## config.mk

```make
export PLATFORM = sky130hd
export DESIGN_NAME = csr_ctrl
export DESIGN_NICKNAME = d
export VERILOG_FILES = /design/src/rtl/csr_pkg.sv /design/src/rtl/csr_ctrl.sv
export SDC_FILE = /design/constraint.sdc
export NUM_CORES = 1
export LEC_CHECK = 0
export ABC_AREA = 1
export BUFFER_PORTS_ARGS = -buffer_cell sky130_fd_sc_hd__buf_4
export CORE_AREA = 3 3 40 42
export DETAILED_ROUTE_END_ITERATION = 10
export DIE_AREA = 0 0 43 45
export GPL_TIMING_DRIVEN = 0
export SKIP_CTS_REPAIR_TIMING = 1
export SYNTH_ARGS = -nofsm -noshare
export SYNTH_HDL_FRONTEND = slang
export SYNTH_SLANG_ARGS = --single-unit
```

## constraint.sdc

```tcl
create_clock -name clk -period 2.7 [get_ports clk]
set_clock_uncertainty 0.15 [all_clocks]
set_input_delay 0.27 -clock clk [delete_from_list [all_inputs] [get_ports clk]]
set_output_delay 0.27 -clock clk [all_outputs]
set_load 0.02 [all_outputs]
```

## src/rtl/csr_pkg.sv

```systemverilog
// ----------------------------------------------------------------------------
// csr_pkg
// Shared types and constants for the callback slot registry.
// ----------------------------------------------------------------------------
package csr_pkg;

  localparam int SLOT_COUNT = 4096;
  localparam int SLOT_W     = (SLOT_COUNT > 1) ? $clog2(SLOT_COUNT) : 1;
  localparam int CNT_W      = $clog2(SLOT_COUNT + 1);
  localparam int KEY_W      = 64;
  localparam int ADDR_W     = 64;
  localparam int IDX_OUT_W  = 12;
  localparam int STAT_W     = 3;
  localparam int OUT_BITS   = STAT_W + IDX_OUT_W + 3 * 64;
  localparam int OUT_TDATA_W = ((OUT_BITS + 7) / 8) * 8;

  typedef enum logic [STAT_W-1:0] {
    ST_OK      = 3'd0,
    ST_FULL    = 3'd1,
    ST_DUP     = 3'd2,
    ST_MISSING = 3'd3,
    ST_ZERO    = 3'd4
  } csr_status_t;

  typedef enum logic {
    OP_REGISTER   = 1'b0,
    OP_UNREGISTER = 1'b1
  } csr_op_t;

  typedef enum logic {
    CFG_ENTRY_BASE = 1'b0,
    CFG_HANDLER    = 1'b1
  } csr_cfg_idx_t;

  typedef enum logic [1:0] {
    S_CLEAR,
    S_IDLE,
    S_SCAN,
    S_RESP
  } csr_state_t;

  typedef struct packed {
    logic ctr_clear;
    logic clr_write;
    logic accept;
    logic scan_issue;
    logic finish;
  } csr_cmd_t;

  typedef struct packed {
    logic clr_last;
    logic scan_done;
    logic key_zero;
    logic out_free;
  } csr_sts_t;

endpackage

```

## src/rtl/csr_ctrl.sv

```systemverilog
// ----------------------------------------------------------------------------
// csr_ctrl
// Sequencer: clearing pass, item accept, slot scan and result hand-off.
// ----------------------------------------------------------------------------
module csr_ctrl (
  input  logic              clk,
  input  logic              rst_n,
  input  logic              in_tvalid,
  output logic              in_tready,
  input  csr_pkg::csr_sts_t sts,
  output csr_pkg::csr_cmd_t cmd
);
  import csr_pkg::*;

  csr_state_t state_r;
  csr_state_t state_nxt;

  always_ff @(posedge clk) begin
    if (!rst_n) begin
      state_r <= S_CLEAR;
    end else begin
      state_r <= state_nxt;
    end
  end

  always_comb begin
    state_nxt = state_r;
    cmd       = '0;
    in_tready = 1'b0;
    unique case (state_r)
      S_CLEAR: begin
        cmd.clr_write = 1'b1;
        if (sts.clr_last) begin
          cmd.ctr_clear = 1'b1;
          state_nxt     = S_IDLE;
        end
      end
      S_IDLE: begin
        in_tready = 1'b1;
        if (in_tvalid) begin
          cmd.accept    = 1'b1;
          cmd.ctr_clear = 1'b1;
          state_nxt     = S_SCAN;
        end
      end
      S_SCAN: begin
        cmd.scan_issue = 1'b1;
        if (sts.key_zero || sts.scan_done) begin
          state_nxt = S_RESP;
        end
      end
      S_RESP: begin
        if (sts.out_free) begin
          cmd.finish    = 1'b1;
          cmd.ctr_clear = 1'b1;
          state_nxt     = S_IDLE;
        end
      end
      default: state_nxt = S_CLEAR;
    endcase
  end

endmodule

```

Word level (Yosys, flattened, before mapping) --
Cells that the tools add are included.
Storage, ports and cells: bits in registers 2
Cells by class: equality and inequality tests 7, reductions and logical operators 3, mux-type cells 14
Operators by type and width (number):
- 1-bit two-way mux | 8
- 2-bit two-way mux | 4
- 2-bit != test, second input constant | 4
- 2-bit one-hot mux with 4 select lines | 1
- 2-bit == test, second input constant | 2
- 4-bit AND reduction | 1
- 1-bit one-hot mux with 3 select lines | 1
- 2-bit by 1-bit == test with 1-bit output, second input constant | 1
- 2-bit zero test | 1
- 1-bit logical OR | 1

Longest topological paths before layout --
Gate-level depths: netlist of run 1.
word-level depth 3, depth in mapped cells 9, depth with buffers taken out 9

Worst setup path after synthesis of run 1 --
OpenSTA, ideal clock, no wires.
path type flip-flop to output port, start point reg state_r[1], end point out cmd[4] in the netlist's numbering, stages on the path, launching flop included 6, data arrival time 1.179 ns, slack 1.101 ns, cell sequence dfxtp_1 > inv_1 > ha_1 > nand2_1 > a31o_2 > inv_1
RTL lines:
- from (decl) | line csr_ctrl.sv:15 | csr_state_t state_r;
- from (signal assigned) | line csr_ctrl.sv:22 | state_r <= state_nxt;
- to (decl) | line csr_ctrl.sv:11 | output csr_pkg::csr_cmd_t cmd

==> metrics.txt, run 1 <==
final setup TNS 0 ps; syn nets 51; Worst Max-Slew Pin Slew 174 ps; Initial Util 0.190; ANT cells 0; clock root cell clkbuf_4; WL/cell around 7.2 µm; status finished clean; routability cong. roughly 0.66; largest net degree at the start of global routing 6; fin cells 69; P_sw 188 µW; Core ar. ~1300 µm²; Die X between 40 and 50 µm; Pins Over Slew Limit 0; CTS tree done; final hold vios 0; Peak VDD IR 381 µV; Net Sw Frac 0.472; Filler Cells Inserted ~160; Clock Power Share 0.166; vias ~260; Max Fclk 565 MHz; Setup WS pre-CTS 1150 ps; Die Area about 1900 µm²; drt total wl roughly 490 µm; Initial DRC Count 3; min-delay worst type input port to flip-flop; Final Power about 400 µW; first-pass GRT wire length 855 µm; met1 WL 193 µm; Worst Setup Slack, final roughly 930 ps; synth warn 0; max reg flops 2; Die H around 45 µm; synth-to-layout area growth 53.8%; Final nets 68; cells after synthesis 39; sequential element share of the synthesized area 0.164; PortBufs 12; Cell Area, Synth about 240 µm²; RSZ-0062 raised after global routing false; vias in the first global route ~240; pwr dens around 1100 nW/µm²; Sink Count 2; antenna-violating nets left 0; DRT Pass-1 Iters 4; clock latency on the worst-skew pair around 220 ps; crit-path max FO 4; Req. time, crit path approximately 2300 ps; vias per cell about 3.8; met2 WL around 230 µm; period utilization 0.656; count of final setup violators 0; placed cell count 66; Max clock buf depth 2; initial antenna violation count 0; Detail Placement HPWL 433 µm; Max transition margin 0.884; post-layout min period roughly 1800 ps; gr ovfl total 0; CTS Buf Count 3; Startpoint Class flip-flop; CP endpoint kind primary output; biggest regs state_r: 2 flops; #FFs+latches synth 2; final hold slack 122 ps; I/O pin total 13; leakage roughly 0.00023 µW; max cap viols 0; wire length on met3 between 50 and 60 µm; Residual DRC 0; Logic pwr share 0.684; Synth cell types 10; Top Layer Used met4; htree depth 1; Post-Syn Area per Cell 6.26 µm²; Placement Rows 13; Reg with most FFs state_r; clk slew on worst S/H paths about 30 ps; Int Pwr about 210 µW; share of cells above drive strength 1 0.389; Crit Path Class flip-flop to primary output; power share of the sequential group 0.150; GR Util All Layers 0.0632; Worst EP arrival about 1400 ps
==> critical path, stage by stage (launching register included) <==
cell	delay, ps
dfxtp_1	320
inv_1	100
ha_1	210
nand2_1	90
a31o_2	230
inv_1	40
buf_4	130
==> power by group through the flow <==
stage	Clock [µW]	Combinational [µW]	Sequential, µW
after global placement	0	275	59.9
after floorplan	0	194	57.1
after global routing	70.9	307	62.5
after detailed placement	0	277	60.8
final	65.9	272	59.8
after CTS	71.4	278	60.3
==> cell families (layout without fill, tap and decap cells) <==
family,after synthesis,in the layout,share of synthesized area
adders and majority gates,5,5,0.256
and+or+nand+nor,19,19,0.354
AOI/OAI and AO/OA,2,2,0.0564
buffers and inverters,11,26,0.169
DFF,2,2,0.164
==> synthesized netlist by cell type <==
master | number | area, µm²
ha_1 | 5 | 62.6
a21oi_1 | 1 | 5.00
a31o_2 | 1 | 8.76
inv_1 | 11 | 41.3
nand2_1 | 7 | 26.3
nand2_2 | 3 | 18.8
dfxtp_1 | 2 | 40.0
nor2_2 | 2 | 12.5
nor2_1 | 5 | 18.8
nand3_1 | 2 | 10.0
==> area by class of cell <==
| type | instances | area [µm²] | area share |
|---|---|---|---|
| multi-input combinational | 26 | 163 | 0.433 |
| timing repair buffer | 12 | 90.1 | 0.240 |
| clock buffer | 3 | 22.5 | 0.0600 |
| tap | 15 | 18.8 | 0.0500 |
| sequential | 2 | 40.0 | 0.107 |
| inverter | 11 | 41.3 | 0.110 |
==> through the flow <==
step,utilization,area (µm²)
CTS,0.292,375
global placement,0.275,353
detailed placement,0.275,353
floorplan,-,244
finish,0.292,375
global route,0.292,375
==> metal layers <==
metal / up-vias / track usage
li1: 143 / -
met1: 107 / 0.0600
met2: 12 / 0.0928
met3: 2 / 0.0199
met4: 0 / 0.0904
met5: - / 0
==> cells in the final DEF (no fill, tap or decap) <==
| cell | netlist | final |
|---|---|---|
| a31o_2 | 1 | 1 |
| nor2_2 | 2 | 2 |
| dfxtp_1 | 2 | 2 |
| buf_4 | 0 | 12 |
| nand3_1 | 2 | 2 |
| nand2_1 | 7 | 7 |
| ha_1 | 5 | 5 |
| nor2_1 | 5 | 5 |
| a21oi_1 | 1 | 1 |
| inv_1 | 11 | 11 |
| nand2_2 | 3 | 3 |
| clkbuf_4 | 0 | 3 |
==> worst paths after layout <==
path / from / end / slack (ps) / cells after the start
hold reg to reg: state_r[1]$_SDFFE_PN0P_ / state_r[1]$_SDFFE_PN0P_ / 370 / 2
setup / recovery: state_r[1]$_SDFFE_PN0P_ / cmd[4] / 930 / 6
setup reg to reg: state_r[0]$_SDFFE_PN0P_ / state_r[0]$_SDFFE_PN0P_ / 1270 / 8
hold / removal: rst_n / state_r[0]$_SDFFE_PN0P_ / 120 / 3
No activity file was read; power rests on OpenSTA's default activity.
==> inputs of run 2 (changes only) <==
==> constraint.sdc (replaced) <==
create_clock -name clk -period 1.45 [get_ports clk]
set_clock_uncertainty 0.15 [all_clocks]
set_input_delay 0.145 -clock clk [delete_from_list [all_inputs] [get_ports clk]]
set_output_delay 0.145 -clock clk [all_outputs]
set_load 0.02 [all_outputs]
==> run 2 against run 1 <==
Compared with the run above:
- the run now ends with negative setup slack left
- clock power grew 81%
- flip-flop and latch count is the same
- critical endpoint unchanged
- global-route usage shrank 0.078 points
- via count shrank 0.76%
- critical path depth is the same
- worst setup slack lost 1000 ps
- first-iteration DRC count shrank 100%
- highest routed layer is now met3
==> metrics.txt, run 2 (synthesized netlist as in run 1, its figures left out) <==
placed cell count 66 (unchanged); period utilization 1.06; Int Pwr 483 µW (+130%); Placement Rows 13 (unchanged); Crit Path Class flip-flop to primary output; CP endpoint kind primary output; Max Fclk about 650 MHz; drt total wl 597 µm (+21%); Worst Setup Slack, final -85.8 ps (-1010 ps); biggest regs state_r: 2 flops; routability cong. 0.646 (-2.5%); count of final setup violators 1 (+1); Core ar. 1280 µm² (unchanged); clk slew on worst S/H paths 30 ps (about the same); largest net degree at the start of global routing 6 (unchanged); DRT Pass-1 Iters 1 (-3); Die Area 1940 µm² (unchanged); gr ovfl total 0 (unchanged); Sink Count 2 (unchanged); post-layout min period around 1500 ps; PortBufs 12 (unchanged); max cap viols 0 (unchanged); share of cells above drive strength 1 0.582 (+0.193); Reg with most FFs state_r; Post-Route Utilization 0.336 (+0.0438); pwr dens 2080 nW/µm² (+96%); vias per cell 3.74 (-2.2%); Peak VDD IR 669 µV (+75%); crit-path max FO 4 (unchanged); Die H 45 µm (unchanged); status complete, but fails checks; clock root cell clkbuf_4; WL/cell 8.53 µm (+19%); GR Util All Layers 0.0624 (-0.000779); worst path cell trace inv_4 -> ha_4 -> nand2_2 -> a31o_2 -> inv_2 -> buf_6; P_sw 415 µW (+120%); Setup WS pre-CTS -28.3 ps (-1180 ps); CTS tree done; Max clock buf depth 2 (unchanged); Logic pwr share 0.700 (+0.016); Worst Max-Slew Pin Slew 195 ps (+21.4 ps); critical path's largest stage delay 350 ps (+30 ps); final setup TNS -85.8 ps (-85.8 ps); vias 262 (-0.76%); CTS Buf Count 3 (unchanged); fin cells 70 (+1.4%); Detail Placement HPWL 447 µm (+3.3%); Net Sw Frac 0.462 (-0.00946); delay-heaviest family, CP flip-flops; max reg flops 2 (unchanged); min-delay worst type input port to flip-flop; ANT cells 0 (unchanged); I/O pin total 13 (unchanged); Final nets 69 (+1.5%); leakage 0.000239 µW (+1.7%); Startpoint Class flip-flop; Req. time, crit path 1150 ps (-1130 ps); power share of the sequential group 0.168 (+0.018); Pins Over Slew Limit 0 (unchanged); antenna-violating nets left 0 (unchanged); htree depth 1 (unchanged); commonest cells after routing, fill and taps aside buf_4, inv_1, nand2_1, nor2_1, nand2_2; Residual DRC 0 (unchanged); Worst EP arrival 1240 ps (-110 ps); Die X 43 µm (unchanged); synth-to-layout area growth 76.9%; Initial Util 0.190 (unchanged); clock latency on the worst-skew pair 220 ps (about the same); failing checks negative setup slack; initial antenna violation count 0 (unchanged); first-pass GRT wire length 910 µm (+6.4%); Clock Power Share 0.132 (-0.034); Max transition margin 0.870 (-0.0141); RSZ-0062 raised after global routing true; Initial DRC Count 0 (-3); critical path buffer and inverter count 3 (unchanged); most common cell after layout, fill and taps aside buf_4; final hold vios 0 (unchanged); vias in the first global route 251 (+5.5%); Final Power 898 µW (+130%); critical path's slowest cell dfxtp_4
==> run 2: changes by cell type in the layout (fill, tap and decap cells not counted), moves of 2 or more <==
cell	delta
ha_2	+2
ha_1	-4
dfxtp_1	-2
inv_1	-3
inv_4	+2
dfxtp_4	+2
ha_4	+2
==> run 2: area by class of cell <==
type                       count  area, µm²
inverter                      11       46.3
tap                           15       18.8
multi-input combinational     26        195
sequential                     2       47.5
timing repair buffer          13        101
fill                         148        853
clock buffer                   3       22.5
==> run 2: worst paths after layout <==
kind,startpoint,endpoint,slack [ps],depth (start not counted)
worst max-delay path,state_r[1]$_SDFFE_PN0P_,cmd[4],-90,6
worst min-delay path,rst_n,state_r[1]$_SDFFE_PN0P_,8,3
worst max register to register,state_r[0]$_SDFFE_PN0P_,state_r[1]$_SDFFE_PN0P_,130,8
worst min register to register,state_r[1]$_SDFFE_PN0P_,state_r[1]$_SDFFE_PN0P_,380,2
==> run 2: power by group through the flow <==
stage / Clock, µW / Sequential (µW) / Combinational, µW
2_1_floorplan: 0 / 107 / 366
3_3_place_gp: 0 / 112 / 516
3_5_place_dp: 0 / 114 / 524
4_1_cts: 128 / 113 / 526
5_1_grt: 126 / 152 / 700
6_report: 119 / 150 / 629
==> run 2: worst register-to-register path: cells and delay by family, from the launching register on <==
family / cells / cell delay (ps)
DFF: 1 / 380
AOI/OAI and AO/OA: 1 / 170
buffers and inverters: 2 / 110
adders and majority gates: 1 / 150
and+or+nand+nor: 4 / 240
==> run 2: per-layer routing <==
metal	share of wire	track usage
met5	0	0
met4	0	0.0542
met3	0.090	0.0159
met2	0.51	0.0958
met1	0.40	0.0721
==> run 2: stage by stage <==
stage / cell area (µm²) / hold WS, ps
2_1_floorplan: 246 / 116
3_3_place_gp: 355 / 229
3_5_place_dp: 355 / 235
4_1_cts: 378 / 0.683
5_1_grt: 432 / 13.2
6_report: 432 / 7.51
==> inputs of run 3 (changes only) <==
--- a/config.mk
+++ b/config.mk
@@ -11,6 +11,7 @@
 export DETAILED_ROUTE_END_ITERATION = 10
 export DIE_AREA = 0 0 43 45
 export GPL_TIMING_DRIVEN = 0
+export SETUP_SLACK_MARGIN = 0.4
 export SKIP_CTS_REPAIR_TIMING = 1
 export SYNTH_ARGS = -nofsm -noshare
 export SYNTH_HDL_FRONTEND = slang
==> run 3 against run 2 <==
Compared with the run above:
- the flow finishes with violations (negative hold slack, negative setup slack)
- first-iteration DRC count rose by 3
- global-route usage rose by 0.74 points
- sequential share of layout area decreased by 1.8 points
- routed wire length shrank 0.67%
- critical path depth did not move
- worst setup slack improved by 1.4 ps
- worst hold slack got worse by 7.9 ps
- cell area rose by 19%
- largest power group unchanged
==> metrics.txt, run 3 (synthesized netlist as in run 1, its figures left out) <==
period utilization 1.06 (about the same); delay-heaviest family, CP flip-flops; routability cong. 0.768 (+19%); final hold slack -0.348 ps (-7.85 ps); Setup WS pre-CTS 113 ps (+141 ps); leakage 0.000267 µW (+12%); failing checks negative hold slack, negative setup slack; Residual DRC 0 (unchanged); biggest regs state_r: 2 flops; Max Fclk 652 MHz (about the same); vias in the first global route 258 (+2.8%); fin cells 72 (+2.9%); Final Cell Area 514 µm² (+19%); vias 278 (+6.1%); dpl cell area 405 µm² (+14%); critical path startpoint state_r[1]$_SDFFE_PN0P_; max cap viols 0 (unchanged); I/O pin total 13 (unchanged); Final nets 71 (+2.9%); Detail Placement HPWL 443 µm (-0.81%); Initial DRC Count 3 (+3); largest net degree at the start of global routing 6 (unchanged); CP endpoint kind primary output; antenna-violating nets left 0 (unchanged); Startpoint Class flip-flop; RSZ-0062 raised after global routing true; Placement Rows 13 (unchanged); commonest cells after routing, fill and taps aside buf_4, inv_1, nor2_1, buf_6; Critical R2R Launch state_r[0]$_SDFFE_PN0P_; post-layout min period 1530 ps (-1.38 ps); Register Area 47.5 µm² (unchanged); clock latency on the worst-skew pair 220 ps (about the same); Die X 43 µm (unchanged); drt total wl 593 µm (-0.67%); start point of the worst hold path rst_n; Worst EP arrival 1240 ps (about the same); placed cell count 66 (unchanged); Crit Path Class flip-flop to primary output; Peak VDD IR 866 µV (+29%); max reg flops 2 (unchanged); Initial Util 0.190 (unchanged); count of final setup violators 1 (unchanged); critical path buffer and inverter count 3 (unchanged); Req. time, crit path 1150 ps (about the same); Worst Setup Slack, final -84.4 ps (+1.38 ps); P_sw 476 µW (+15%); pwr dens 2050 nW/µm² (-1.7%); share of cells above drive strength 1 0.702 (+0.120); critical path's largest stage delay 360 ps (about the same); Logic pwr share 0.730 (+0.030); Max transition margin 0.888 (+0.0180); crit-path max FO 4 (unchanged); multi-input logic area 248 µm² (+27%); Int Pwr 576 µW (+19%); GR Util All Layers 0.0698 (+0.00743); Net Sw Frac 0.453 (-0.00965); clock root cell clkbuf_4; WL/cell 8.24 µm (-3.4%); Sink Count 2 (unchanged); Die H 45 µm (unchanged); initial antenna violation count 0 (unchanged); Core ar. 1280 µm² (unchanged); final hold vios 1 (+1); Die Area 1940 µm² (unchanged); most common cell after layout, fill and taps aside buf_4; Clock Power Share 0.117 (-0.015); CTS tree done; ANT cells 0 (unchanged); first-pass GRT wire length 952 µm (+4.6%); synth-to-layout area growth 111%; clk slew on worst S/H paths 30 ps (about the same); Reg with most FFs state_r; critical path's slowest cell dfxtp_4; vias per cell 3.86 (+3.2%); Max clock buf depth 2 (unchanged); power share of the sequential group 0.154 (-0.014); Pins Over Slew Limit 0 (unchanged); DRT Pass-1 Iters 3 (+2); htree depth 1 (unchanged); status complete, but fails checks; min-delay worst type input port to flip-flop; Filler Cells Inserted 133 (-10%); worst path cell trace inv_4 -> ha_4 -> nand2_4 -> a31o_4 -> inv_2 -> buf_6; Worst Max-Slew Pin Slew 168 ps (-27.6 ps); gr ovfl total 0 (unchanged); CTS Buf Count 3 (unchanged); PortBufs 12 (unchanged)
-- run 3: cell types whose count changed in the layout (fill, tap and decap cells not counted) --
cell	change
a31o_4	+1
a21oi_2	+1
nor2_2	-1
a21oi_1	-1
buf_4	-2
ha_4	+2
buf_6	+4
nor2_4	+1
ha_2	-2
inv_2	+3
a31o_2	-1
nand2_1	-2
nand2_4	+2
inv_1	-3
-- run 3: path summary, 6_finish.rpt --
path	slack, ps	cells after the start	to
hold reg to reg	390	2	state_r[1]$_SDFFE_PN0P_
setup reg to reg	160	8	state_r[0]$_SDFFE_PN0P_
setup / recovery	-80	6	cmd[4]
hold / removal	-0.3	3	state_r[1]$_SDFFE_PN0P_
-- run 3: area by class of cell --
type                       count  share of cell area
tap                           15              0.0365
multi-input combinational     26               0.482
clock buffer                   3              0.0438
inverter                      11              0.0900
timing repair buffer          15               0.255
sequential                     2              0.0925
-- run 3: worst register-to-register path: cells and delay by family (launching register included) --
family	cells	cell delay (ps)
buf+inv	2	120
compound gates	1	120
fa+ha+maj	1	160
simple gates	4	220
flops	1	400
-- run 3: per-layer routing --
layer,part of all wire,track usage,vias up
met5,0,0,-
met4,0.027,0.0904,0
met3,0.073,0.0199,2
met2,0.50,0.0988,11
met1,0.40,0.0743,114
li1,-,-,151
-- run 3: power by group through the flow --
stage | logic, µW | clock network, µW | registers (µW)
4_1_cts | 601 | 131 | 154
3_5_place_dp | 597 | 0 | 155
3_3_place_gp | 594 | 0 | 153
6_report | 767 | 123 | 162
5_1_grt | 856 | 146 | 167
2_1_floorplan | 460 | 0 | 146
-- run 3: per-stage QoR --
| step | hold WS, ps | TNS, ps | util | power, µW |
|---|---|---|---|---|
| after detailed placement | 231 | 0 | 0.315 | 752 |
| after global routing | 15.6 | -183 | 0.400 | 1170 |
| after global placement | 236 | 0 | 0.315 | 748 |
| final | -0.348 | -84.4 | 0.400 | 1050 |
| after CTS | -6.35 | -131 | 0.333 | 887 |
| after floorplan | 106 | 0 | - | 606 |
